`config.mk`:
```
export PLATFORM = sky130hd
export DESIGN_NAME = qkt_cell
export DESIGN_NICKNAME = d
export VERILOG_FILES = /design/src/hdl/qkt_pkg.sv /design/src/hdl/qkt_cell.sv
export SDC_FILE = /design/constraint.sdc
export NUM_CORES = 1
export LEC_CHECK = 0
export ABC_AREA = 1
export ABC_CLOCK_PERIOD_IN_PS = 7200
export BUFFER_PORTS_ARGS = -buffer_cell sky130_fd_sc_hd__clkbuf_2
export CORE_AREA = 2 2 154 156
export CTS_CLUSTER_DIAMETER = 150
export DETAILED_ROUTE_END_ITERATION = 16
export DIE_AREA = 0 0 156 158
export HOLD_SLACK_MARGIN = 0.06
export PLACE_DENSITY = 0.62
export SKIP_CTS_REPAIR_TIMING = 1
export SKIP_LAST_GASP = 1
export SLEW_MARGIN = 20
export SYNTH_ARGS = -nofsm -noshare
export SYNTH_HDL_FRONTEND = slang
export SYNTH_SLANG_ARGS = --single-unit
```
`constraint.sdc`:
```
create_clock -name clk -period 7.2 [get_ports clk]
set_input_delay 0.36 -clock clk [delete_from_list [all_inputs] [get_ports clk]]
set_output_delay 0.36 -clock clk [all_outputs]
set_load 0.01 [all_outputs]
```
`src/hdl/qkt_pkg.sv`:
```
// ----------------------------------------------------------------------------
// Quarantine key table package
// Shared widths, command and status codes, and the structs that run along
// the cell chain.
// ----------------------------------------------------------------------------
package qkt_pkg;

    localparam int MAX_ENTRIES_DEF = 64;

    localparam int KEY_W       = 64;
    localparam int STAMP_W     = 64;
    localparam int CMD_W       = 2;
    localparam int STATUS_W    = 2;
    localparam int COUNT_OUT_W = 7;
    localparam int DATA_W      = 32;
    localparam int ADDR_W      = 2;

    // request command codes
    localparam logic [CMD_W-1:0] CMD_ADD    = 2'd0;
    localparam logic [CMD_W-1:0] CMD_REMOVE = 2'd1;
    localparam logic [CMD_W-1:0] CMD_QUERY  = 2'd2;

    // result status codes
    localparam logic [STATUS_W-1:0] ST_OK        = 2'd0;
    localparam logic [STATUS_W-1:0] ST_INVALID   = 2'd1;
    localparam logic [STATUS_W-1:0] ST_FULL      = 2'd2;
    localparam logic [STATUS_W-1:0] ST_NOT_FOUND = 2'd3;

    // register byte addresses
    localparam logic [ADDR_W-1:0] ADDR_ENABLED = 2'd0;

    // operation carried by a request once it has been checked
    typedef enum logic [1:0] {
        OP_NONE,
        OP_ADD,
        OP_REMOVE,
        OP_QUERY
    } op_t;

    // request payload seen by every cell
    typedef struct packed {
        op_t                op;
        logic [KEY_W-1:0]   key;
        logic [STAMP_W-1:0] stamp;
    } bcast_t;

    // token handed from cell to cell
    typedef struct packed {
        logic active;
        logic found;
    } token_t;

endpackage

```
`src/hdl/qkt_cell.sv`:
```
// ----------------------------------------------------------------------------
// Quarantine key table cell
// One table slot: key and timestamp, plus the token stage that carries a
// request past the slot and on to the next cell.
// ----------------------------------------------------------------------------
module qkt_cell #(
    parameter int INDEX = 0,
    parameter int CNT_W = 7
) (
    input  logic                          clk,
    input  logic                          rst_n,
    input  qkt_pkg::bcast_t               bcast,
    input  logic [CNT_W-1:0]              count,
    input  qkt_pkg::token_t               tok_in,
    output qkt_pkg::token_t               tok_out,
    input  logic [qkt_pkg::KEY_W-1:0]     nb_key,
    input  logic [qkt_pkg::STAMP_W-1:0]   nb_stamp,
    output logic [qkt_pkg::KEY_W-1:0]     key,
    output logic [qkt_pkg::STAMP_W-1:0]   stamp,
    output logic                          match
);
    import qkt_pkg::*;

    logic [KEY_W-1:0]   key_reg;
    logic [KEY_W-1:0]   key_next;
    logic [STAMP_W-1:0] stamp_reg;
    logic [STAMP_W-1:0] stamp_next;
    token_t             tok_reg;
    token_t             tok_next;
    logic               slot_used;
    logic               slot_free;

    always_comb
    begin
        slot_used  = count > CNT_W'(INDEX);
        slot_free  = count == CNT_W'(INDEX);
        match      = tok_in.active && slot_used && (bcast.op != OP_NONE)
                     && (key_reg == bcast.key);
        key_next   = key_reg;
        stamp_next = stamp_reg;
        if (tok_in.active)
        begin
            unique case (bcast.op)
                OP_ADD:
                begin
                    // refresh in place, or append at the first free slot
                    if (match)
                    begin
                        stamp_next = bcast.stamp;
                    end
                    else if (!tok_in.found && slot_free)
                    begin
                        key_next   = bcast.key;
                        stamp_next = bcast.stamp;
                    end
                end
                OP_REMOVE:
                begin
                    // pull the right neighbor down from the hit onward
                    if (slot_used && (match || tok_in.found))
                    begin
                        key_next   = nb_key;
                        stamp_next = nb_stamp;
                    end
                end
                default:
                begin
                end
            endcase
        end
        tok_next.active = tok_in.active;
        tok_next.found  = tok_in.found | match;
    end

    always_ff @(posedge clk)
    begin
        key_reg   <= key_next;
        stamp_reg <= stamp_next;
    end

    always_ff @(posedge clk or negedge rst_n)
    begin
        if (!rst_n)
        begin
            tok_reg <= '0;
        end
        else
        begin
            tok_reg <= tok_next;
        end
    end

    assign key     = key_reg;
    assign stamp   = stamp_reg;
    assign tok_out = tok_reg;

endmodule
```
==> results of run 1 <==
==> critical path, delay by kind of cell (launching register included) <==
family | cells | cell delay [ns]
compound gates | 1 | 0.50
xor+xnor | 1 | 0.40
flops | 1 | 0.41
buf+inv | 1 | 0.67
simple gates | 7 | 0.74
==> logic make-up after synthesis <==
kind of cell	Yosys count	share of synthesized area, %
buffers and inverters	150	8.111
AOI/OAI and AO/OA	65	4.652
DFF	130	54.63
and+or+nand+nor	555	31.21
xor gates and xnor gates	7	0.8603
adders and majority gates	3	0.5267
==> worst paths after layout <==
check,from,end,depth (start not counted)
worst max-delay path,key[14]$_DFFE_PP_,key[59]$_DFFE_PP_,10
worst min-delay path,tok_in[1],tok_out[1]$_DFF_PN0_,1
worst max register to register,key[14]$_DFFE_PP_,key[59]$_DFFE_PP_,10
worst min register to register,key[43]$_DFFE_PP_,tok_out[0]$_DFF_PN0_,7
max in group asynchronous,rst_n,tok_out[0]$_DFF_PN0_,2
min in group asynchronous,rst_n,tok_out[1]$_DFF_PN0_,2
==> per-stage QoR <==
| step | cells | utilization (%) | hold slack (ns) | power, mW |
|---|---|---|---|---|
| after floorplan | 910 | - | 0.06441 | 1.130 |
| after global placement | 1575 | 40.91 | 0.1484 | 1.331 |
| after detailed placement | 1575 | 40.91 | 0.1523 | 1.337 |
| after CTS | 1607 | 43.41 | -0.2960 | 2.203 |
| after global routing | 1608 | 43.45 | 0.1052 | 2.279 |
| final | 1608 | 43.45 | 0.1253 | 2.186 |
==> power groups by stage <==
stage | sequential [mW] | combinational [mW] | clock [mW]
floorplan | 0.982 | 0.147 | 0
detailed placement | 0.954 | 0.383 | 0
global placement | 0.951 | 0.380 | 0
finish | 0.937 | 0.379 | 0.870
global route | 0.944 | 0.423 | 0.911
CTS | 0.938 | 0.384 | 0.882
==> synth_stat cells, drive strengths merged, types with 2 or more instances <==
cell and count:
nor4 4, nor3b 5, buf 13, nand2 447
dfrtp 2, or2 2, ha 3, nand4 23
xnor2 7, clkbuf 15, a21oi 2, inv 122
nor3 6, edfxtp 128, nor2 60, o21ai 61
nand3 7
==> final cells by class <==
class	count	area, um^2
clock buffer	17	425.4
clock inverter	15	150.1
fill	2385	13040
inverter	122	457.9
multi-input combinational	630	2690
sequential	130	3894
tap	290	362.8
timing repair buffer	404	2037
==> metal layers <==
layer | wire (um) | part of all wire (%) | vias up
li1 | - | - | 3664
met1 | 10330 | 39 | 3194
met2 | 13580 | 51 | 326
met3 | 2076 | 7.8 | 28
met4 | 577 | 2.2 | 0
met5 | 0 | 0 | -
==> results.toml, run 1 <==
[outcome]
run_status = "completed"

[final_layout]
final_design_area_no_fill_um2 = 10020
share_of_cells_above_drive_strength_1_pct = 34.75
layout.cells.most_common = "nand2_1"
layout_common_cells = "nand2_1 (441), clkbuf_2 (399), edfxtp_1 (128)"
antennaDiodeCount = 0
num-nets-final = 1577
areaGrowthSynthToFinish_pct = 40.55

[synth]
synth-seq-area-share_pct = 54.63
synth.yosys.warnings = 0
ys_dominant_reg_cell = "edfxtp_1"
share_of_yosys_cell_area_claimed_by_the_top_area_cell_type_pct = 53.93
yosys.area.top_type = "edfxtp_1"
synth_edf_count = 128
synth-async-reset-ratio_pct = 1.538
syn-cell-area_um2 = 7127
distinct_cell_type_count_of_the_synthesized_netlist = 25
syn_avg_cell_area_um2 = 7.832
synth_area_leaders = "edfxtp_1 (54%), nand2_1 (23%), inv_1 (6.0%)"
postSynthRegisterBits = 130
cell_count_after_synthesis = 910
syn-num-nets = 1182

[setup_path]
cp-start-kind = "flip-flop"
worstPathCellList = "xnor2_1 -> nand3_1 -> nor2_1 -> nand2_1 -> nor2_2 -> nand3_2 -> nand2_2 -> nand2_2 -> a21oi_4 -> buf_4"
timing_worst_setup_path_type = "flip-flop to flip-flop"
cp.required_ns = 7.24
slowest_delay_ns = 0.67
timing.critical_path.fanout_max = 51
cp_slowest_cell = "buf_4"
crit_path_end_kind = "flip-flop"
arrival_ns = 3.21
setup.reg_to_reg.worst_slack_ns = 4.04
crit_path_frequent_cell = "nand2_2"

[detailed_routing]
detailedRoute.firstPassIterationCount = 4
postRouteAntennaNets = 0
post_drt_via_cell_ratio = 4.485
via_count = 7212
detail_route.iter0.violations = 454
avgRoutedWirePerCell_um = 16.51
drc = 0
wirelength_um = 26560

[sta]
setup_ws_ns = 4.036
achievable_freq_mhz = 316.1
totalNegativeSetupSlack_ns = 0
setup_repair_after_global_routing_missed_its_margin = "no"
finalClockSkew_ns = 0.01300
final_period_minus_worst_setup_slack_ns = 3.164
slew_violations = 0
hold_viol = 0
setup_viols_final = 0
measured_slew_at_the_worst_slew_check_pin_ns = 0.9814
maxSlewHeadroom_pct = 34.57
final.period_utilization_pct = 43.94

[place]
postPlaceCellArea_um2 = 9432
dp_hpwl_um = 21720
pre_cts_ws_ns = 3.867
place.gp.congestion = 0.8457
io_buffers = 399

[grt]
grt_first_pass_wirelength_um = 38190
grt_max_degree = 105
grt-busiest-layer = "met2"
gr-usage-met1_pct = 24.29
antenna_violations_before_repair = 0
number_of_global_route_vias_before_repair = 6893
met3_usage_pct = 5.557
use_met2_pct = 37.97
grt_remaining_overflow = 0
grt.total_usage_pct = 20.98

[power]
clock_power_share_pct = 39.8
sw_share_pct = 29.49
p_per_area_nw_per_um2 = 218.2
leakagePower_nw = 5.256
cell_internal_pwr_mw = 1.541
ir_worst_vdd_v = 0.0001283
sequentialPowerShare_pct = 42.9
share_comb_of_total_power_pct = 17.3
p_switching_mw = 0.6446

[floorplanning]
die_area_um2 = 24650
die_width_um = 156
core-area_um2 = 23050
die-height_um = 158
std_cell_rows = 56
start_util_pct = 30.92
design.portCount = 400

[cts]
cts_buffers = 17
clkSinkCount = 130
clk_path_buf_depth = 2
clk_pin_slew_ns = 0.06
cts_htree_levels = 4
tritoncts = "built"
cts.root.buffer_cell = "clkbuf_16"
clock_latency_ns = 0.42

[min_path]
worstHoldPathType = "primary input to flip-flop"

[flow_run]
maxCapViolations = 0
No activity file was read; power rests on OpenSTA's default activity.
==> inputs of run 2 (changes only) <==
--- a/config.mk
+++ b/config.mk
@@ -6,7 +6,7 @@
 export NUM_CORES = 1
 export LEC_CHECK = 0
 export ABC_AREA = 1
-export ABC_CLOCK_PERIOD_IN_PS = 7200
+export ABC_CLOCK_PERIOD_IN_PS = 3300
 export BUFFER_PORTS_ARGS = -buffer_cell sky130_fd_sc_hd__clkbuf_2
 export CORE_AREA = 2 2 154 156
 export CTS_CLUSTER_DIAMETER = 150
==> constraint.sdc (replaced) <==
create_clock -name clk -period 3.3 [get_ports clk]
set_input_delay 0.165 -clock clk [delete_from_list [all_inputs] [get_ports clk]]
set_output_delay 0.165 -clock clk [all_outputs]
set_load 0.01 [all_outputs]
==> run 2 against run 1 <==
Effect of this change: critical path depth is 3 lower; combinational power grew to 2.7 times the previous value; count of clock-buffer cells in the layout did not move; clock power is 110% higher; via count is 11% higher; non-clock buffer count up 147; wire length up 9.1%; sequential cell count did not move; critical path type is now primary input to flip-flop.
==> results.toml, run 2 (synthesis results as in run 1) <==
[outcome]
run_status = "completed"

[final_layout]
layoutNonFillerInstCount = 1754
areaGrowthSynthToFinish_pct = 61.25
num-nets-final = 1724
filler_cell_count = 2187
layout.cells.most_common = "nand2_1"
final_design_area_no_fill_um2 = 11490
layout_common_cells = "nand2_1 (441), clkbuf_2 (399), dlygate4sd3_1 (146)"
antennaDiodeCount = 0
share_of_cells_above_drive_strength_1_pct = 31.42

[detailed_routing]
post_drt_via_cell_ratio = 4.552
detail_route.iter0.violations = 565
drc = 0
avgRoutedWirePerCell_um = 16.51
detailedRoute.firstPassIterationCount = 5
postRouteAntennaNets = 0
via_count = 7985
wirelength_um = 28970

[power]
p_per_area_nw_per_um2 = 424.8
report.power.total_mw = 4.882
leakagePower_nw = 5.881
ir_worst_vdd_v = 0.0002700

[cts]
cts.root.buffer_cell = "clkbuf_16"
cts_buffers = 17
tritoncts = "built"
cts_htree_levels = 4
clk_pin_slew_ns = 0.07
clkSinkCount = 130
clk_path_buf_depth = 2
clock_latency_ns = 0.42

[place]
place.gp.congestion = 0.8389
io_buffers = 399
dp_hpwl_um = 21810
postPlaceCellArea_um2 = 9472
place.detailed.instances = 1577

[setup_path]
cp.required_ns = 3.47
critical_path.reg2reg.endpoint = "stamp[61]$_DFFE_PP_"
timing.critical_path.fanout_max = 71
setup.reg_to_reg.worst_slack_ns = 0.70
worst_r2r_startpoint = "key[52]$_DFFE_PP_"
arrival_ns = 2.95
timing_worst_setup_path_type = "primary input to flip-flop"
ff2ff_path_depth = 10
cp-start-kind = "primary input"
crit_path_end_kind = "flip-flop"

[min_path]
worstHoldPathType = "primary input to flip-flop"
hold_end = "stamp[8]$_DFFE_PP_"
hold_path_depth = 3
timing.hold.worst.start = "bcast[8]"

[floorplanning]
die_width_um = 156
die_area_um2 = 24650
core-area_um2 = 23050
design.portCount = 400
die-height_um = 158
std_cell_rows = 56
start_util_pct = 30.92

[sta]
measured_slew_at_the_worst_slew_check_pin_ns = 0.9850
maxSlewHeadroom_pct = 34.33
slew_violations = 0
setup_repair_after_global_routing_missed_its_margin = "no"
hold_viol = 0
achievable_freq_mhz = 360.0
totalNegativeSetupSlack_ns = 0
final.period_utilization_pct = 84.18
finalClockSkew_ns = 0.01228
final_period_minus_worst_setup_slack_ns = 2.778
setup_viols_final = 0

[flow_run]
maxCapViolations = 0

[grt]
grt.total_usage_pct = 21.22
grt_max_degree = 72
number_of_global_route_vias_before_repair = 6775
grt_remaining_overflow = 0
grt_first_pass_wirelength_um = 38350
antenna_violations_before_repair = 0
## run 2: cell types whose count changed in the layout (fill, tap and decap cells not counted), sizes merged
cell and change:
buf +2, dlygate4sd3 +145, clkinv +3, inv -5, clkinvlp +1
## run 2: final cells by class
cell class                 instances  area (um^2)  share of cell area, %
clock buffer                      17        425.4                  3.702
clock inverter                    14        132.6                  1.154
inverter                         122        459.2                  3.996
multi-input combinational        630         2690                  23.41
sequential                       130         3894                  33.88
tap                              290        362.8                  3.157
timing repair buffer             551         3528                  30.70
## run 2: metal layers
metal	vias to the layer above	wire (um)	track usage [%]
met5	-	0	0
met4	0	959	7.602
met3	55	2205	5.667
met2	419	14870	38.05
met1	3551	10930	24.38
li1	3960	-	-
## run 2: worst max path at each step
stage                      start                   to  cells after the start
2_1_floorplan   key[1]$_DFFE_PP_     key[0]$_DFFE_PP_                     11
3_5_place_dp   key[52]$_DFFE_PP_  stamp[16]$_DFFE_PP_                     10
6_report              bcast[128]  stamp[47]$_DFFE_PP_                      7
4_1_cts        key[52]$_DFFE_PP_  stamp[61]$_DFFE_PP_                     10
3_3_place_gp   key[52]$_DFFE_PP_  stamp[60]$_DFFE_PP_                     10
5_1_grt               bcast[128]  stamp[47]$_DFFE_PP_                      7
## run 2: per-stage QoR
stage          setup WS [ns]  hold WS, ns  utilization, %
6_report              0.5219      0.02697           49.85
5_1_grt               0.3213      0.05885           49.85
4_1_cts               0.6550      -0.4913           43.51
3_5_place_dp          0.6838     -0.03348           41.09
3_3_place_gp          0.7100     -0.02912           41.09
2_1_floorplan        -0.1863      -0.1306               -
## run 2: critical path, cell delays in order
cell and delay, ns:
clkbuf_2 0.09, inv_1 0.11, ha_4 0.53, clkinv_2 0.94, nand2_1 0.40, nand2_1 0.09, dlygate4sd3_1 0.57
## run 2: power by group
part	switching (mW)	internal, mW	leakage, nW	total (mW)
logic	0.553	0.460	4.43	1.01
registers	0.0622	1.98	1.18	2.04
clock network	0.788	1.04	0.266	1.83
==> inputs of run 3 (changes only) <==
--- a/config.mk
+++ b/config.mk
@@ -6,14 +6,14 @@
 export NUM_CORES = 1
 export LEC_CHECK = 0
 export ABC_AREA = 1
-export ABC_CLOCK_PERIOD_IN_PS = 3300
+export ABC_CLOCK_PERIOD_IN_PS = 2200
 export BUFFER_PORTS_ARGS = -buffer_cell sky130_fd_sc_hd__clkbuf_2
 export CORE_AREA = 2 2 154 156
 export CTS_CLUSTER_DIAMETER = 150
 export DETAILED_ROUTE_END_ITERATION = 16
 export DIE_AREA = 0 0 156 158
 export HOLD_SLACK_MARGIN = 0.06
-export PLACE_DENSITY = 0.62
+export PLACE_DENSITY = 0.64
 export SKIP_CTS_REPAIR_TIMING = 1
 export SKIP_LAST_GASP = 1
 export SLEW_MARGIN = 20
==> constraint.sdc (replaced) <==
create_clock -name clk -period 2.2 [get_ports clk]
set_input_delay 0.11 -clock clk [delete_from_list [all_inputs] [get_ports clk]]
set_output_delay 0.11 -clock clk [all_outputs]
set_load 0.01 [all_outputs]
==> run 3 against run 2 <==
Effect of this change: the flow now finishes with violations (setup timing); critical path type is now flip-flop to flip-flop; hold slack worse by 0.0015 ns; register-to-register slack worse by 0.76 ns; first-iteration DRC count grew 6.0%; sequential share of layout area decreased by 3.9 points; die area unchanged.
==> results.toml, run 3 (synthesis results as in run 1) <==
[power]
sw_share_pct = 28.15
sequentialPowerShare_pct = 38.5
leakagePower_nw = 6.616
clock_power_share_pct = 38.2
cell_internal_pwr_mw = 5.728
ir_worst_vdd_v = 0.0003609
p_switching_mw = 2.245
share_comb_of_total_power_pct = 23.3
p_per_area_nw_per_um2 = 613.4

[grt]
antenna_violations_before_repair = 0
grt_first_pass_wirelength_um = 39440
number_of_global_route_vias_before_repair = 7206
grt.total_usage_pct = 21.73
grt_remaining_overflow = 0
grt_max_degree = 60

[cts]
clkSinkCount = 130
cts.root.buffer_cell = "clkbuf_16"
clock_latency_ns = 0.43
clk_path_buf_depth = 2
tritoncts = "built"
cts_buffers = 17
clk_pin_slew_ns = 0.07
cts_htree_levels = 4

[outcome]
run_status = "finished with violations"
violations = "setup timing"

[setup_path]
worstPathCellList = "nand2_1 -> nand2_1 -> nor2_1 -> nand2_1 -> nor2_2 -> nand2_1 -> nor2_2 -> nand3_2 -> nand2_2 -> nand2_4 -> a21oi_4 -> buf_12 -> buf_12 -> clkbuf_16"
cp.required_ns = 2.35
setup.worst_path.start = "key[13]$_DFFE_PP_"
slowest_delay_ns = 0.42
arrival_ns = 2.41
critical_path.endpoint = "stamp[35]$_DFFE_PP_"
cp_slowest_cell = "edfxtp_1"
crit_path_frequent_cell = "nand2_1"
cp.buffers_inverters = 3
timing_worst_setup_path_type = "flip-flop to flip-flop"
worst_r2r_startpoint = "key[13]$_DFFE_PP_"
timing.critical_path.fanout_max = 6
crit_path_end_kind = "flip-flop"
cp_num_cells = 14
cp-start-kind = "flip-flop"
setup.reg_to_reg.worst_slack_ns = -0.06
cpLargestDelayFamily = "simple AND/OR/NAND/NOR gates"
critical_path.reg2reg.endpoint = "stamp[35]$_DFFE_PP_"
ff2ff_path_depth = 14

[floorplanning]
design.portCount = 400
core-area_um2 = 23050
std_cell_rows = 56
die-height_um = 158
start_util_pct = 30.92
die_width_um = 156
die_area_um2 = 24650

[detailed_routing]
wirelength_um = 32330
avgRoutedWirePerCell_um = 17.15
via_count = 8697
drc = 0
detail_route.iter0.violations = 599
postRouteAntennaNets = 0
post_drt_via_cell_ratio = 4.614
detailedRoute.firstPassIterationCount = 7

[place]
place.gp.congestion = 0.8518
io_buffers = 399
place.detailed.instances = 1627
dp_hpwl_um = 23240

[flow_run]
maxCapViolations = 0

[sta]
hold_viol = 0
final.period_utilization_pct = 102.9
setup_ws_ns = -0.06381
setup_repair_after_global_routing_missed_its_margin = "yes"
worst_hold_slack_ns = 0.02547
finalClockSkew_ns = 0.01342
setup_viols_final = 112
totalNegativeSetupSlack_ns = -4.509
measured_slew_at_the_worst_slew_check_pin_ns = 0.5461
achievable_freq_mhz = 441.7
slew_violations = 0
final_period_minus_worst_setup_slack_ns = 2.264
maxSlewHeadroom_pct = 63.60

[final_layout]
antennaDiodeCount = 0
num-nets-final = 1854
layout_common_cells = "nand2_1 (434), clkbuf_2 (398), dlygate4sd3_1 (200)"
share_of_cells_above_drive_strength_1_pct = 35.17
layoutNonFillerInstCount = 1885
layout.cells.most_common = "nand2_1"
areaGrowthSynthToFinish_pct = 82.37

[min_path]
timing.hold.worst.start = "nb_key[4]"
worstHoldPathType = "primary input to flip-flop"
==> run 3: cell types whose count changed in the layout (fill, tap and decap cells not counted), sizes merged <==
| cell | change |
|---|---|
| buf | +70 |
| dlygate4sd3 | +54 |
| clkinv | -8 |
| clkbuf | +7 |
| inv | +7 |
| bufinv | +2 |
| clkinvlp | -1 |
==> run 3: routing by layer <==
metal,global-route usage (%),part of all wire (%)
met3,5.448,6.8
met1,24.18,37
met2,40.75,53
met5,0,0
met4,6.684,3.3
==> run 3: layout make-up <==
type                            count  area (um^2)
Clock inverter                     14        188.9
Timing Repair Buffer              681         4865
Clock buffer                       18        429.2
Tap cell                          290        362.8
Fill cell                        2016        10050
Inverter                          122        457.9
Multi-Input combinational cell    630         2800
Sequential cell                   130         3894
==> run 3: power groups by stage <==
stage | sequential, mW | combinational, mW | clock (mW)
floorplan | 3.20 | 0.488 | 0
global placement | 3.11 | 1.36 | 0
detailed placement | 3.12 | 1.37 | 0
CTS | 3.06 | 1.38 | 3.09
global route | 3.09 | 2.00 | 3.18
finish | 3.07 | 1.86 | 3.05
==> run 3: worst min-delay path, delay by kind of cell <==
kind | cells | cell delay (ns)
buffers and inverters | 1 | 0.08
and+or+nand+nor | 1 | 0.05
AOI/OAI and AO/OA | 1 | 0.08
==> run 3: per-stage QoR <==
stage / area [um^2] / setup slack [ns] / utilization, % / power, mW
5_1_grt: 13000 / -0.1870 / 56.38 / 8.272
6_report: 13000 / -0.06381 / 56.38 / 7.972
4_1_cts: 10510 / -0.1978 / 45.58 / 7.536
2_1_floorplan: 7154 / -0.5071 / - / 3.691
3_5_place_dp: 9889 / -0.1747 / 42.90 / 4.489
3_3_place_gp: 9889 / -0.1765 / 42.90 / 4.469
==> run 3: how the worst min path moves through the flow <==
stage	to	slack (ns)	cells past startpoint
3_3_place_gp	tok_out[1]$_DFF_PN0_	-0.10	1
2_1_floorplan	tok_out[0]$_DFF_PN0_	-0.19	0
5_1_grt	key[4]$_DFFE_PP_	0.06	3
4_1_cts	tok_out[1]$_DFF_PN0_	-0.55	1
3_5_place_dp	tok_out[0]$_DFF_PN0_	-0.10	1
6_report	key[4]$_DFFE_PP_	0.03	3
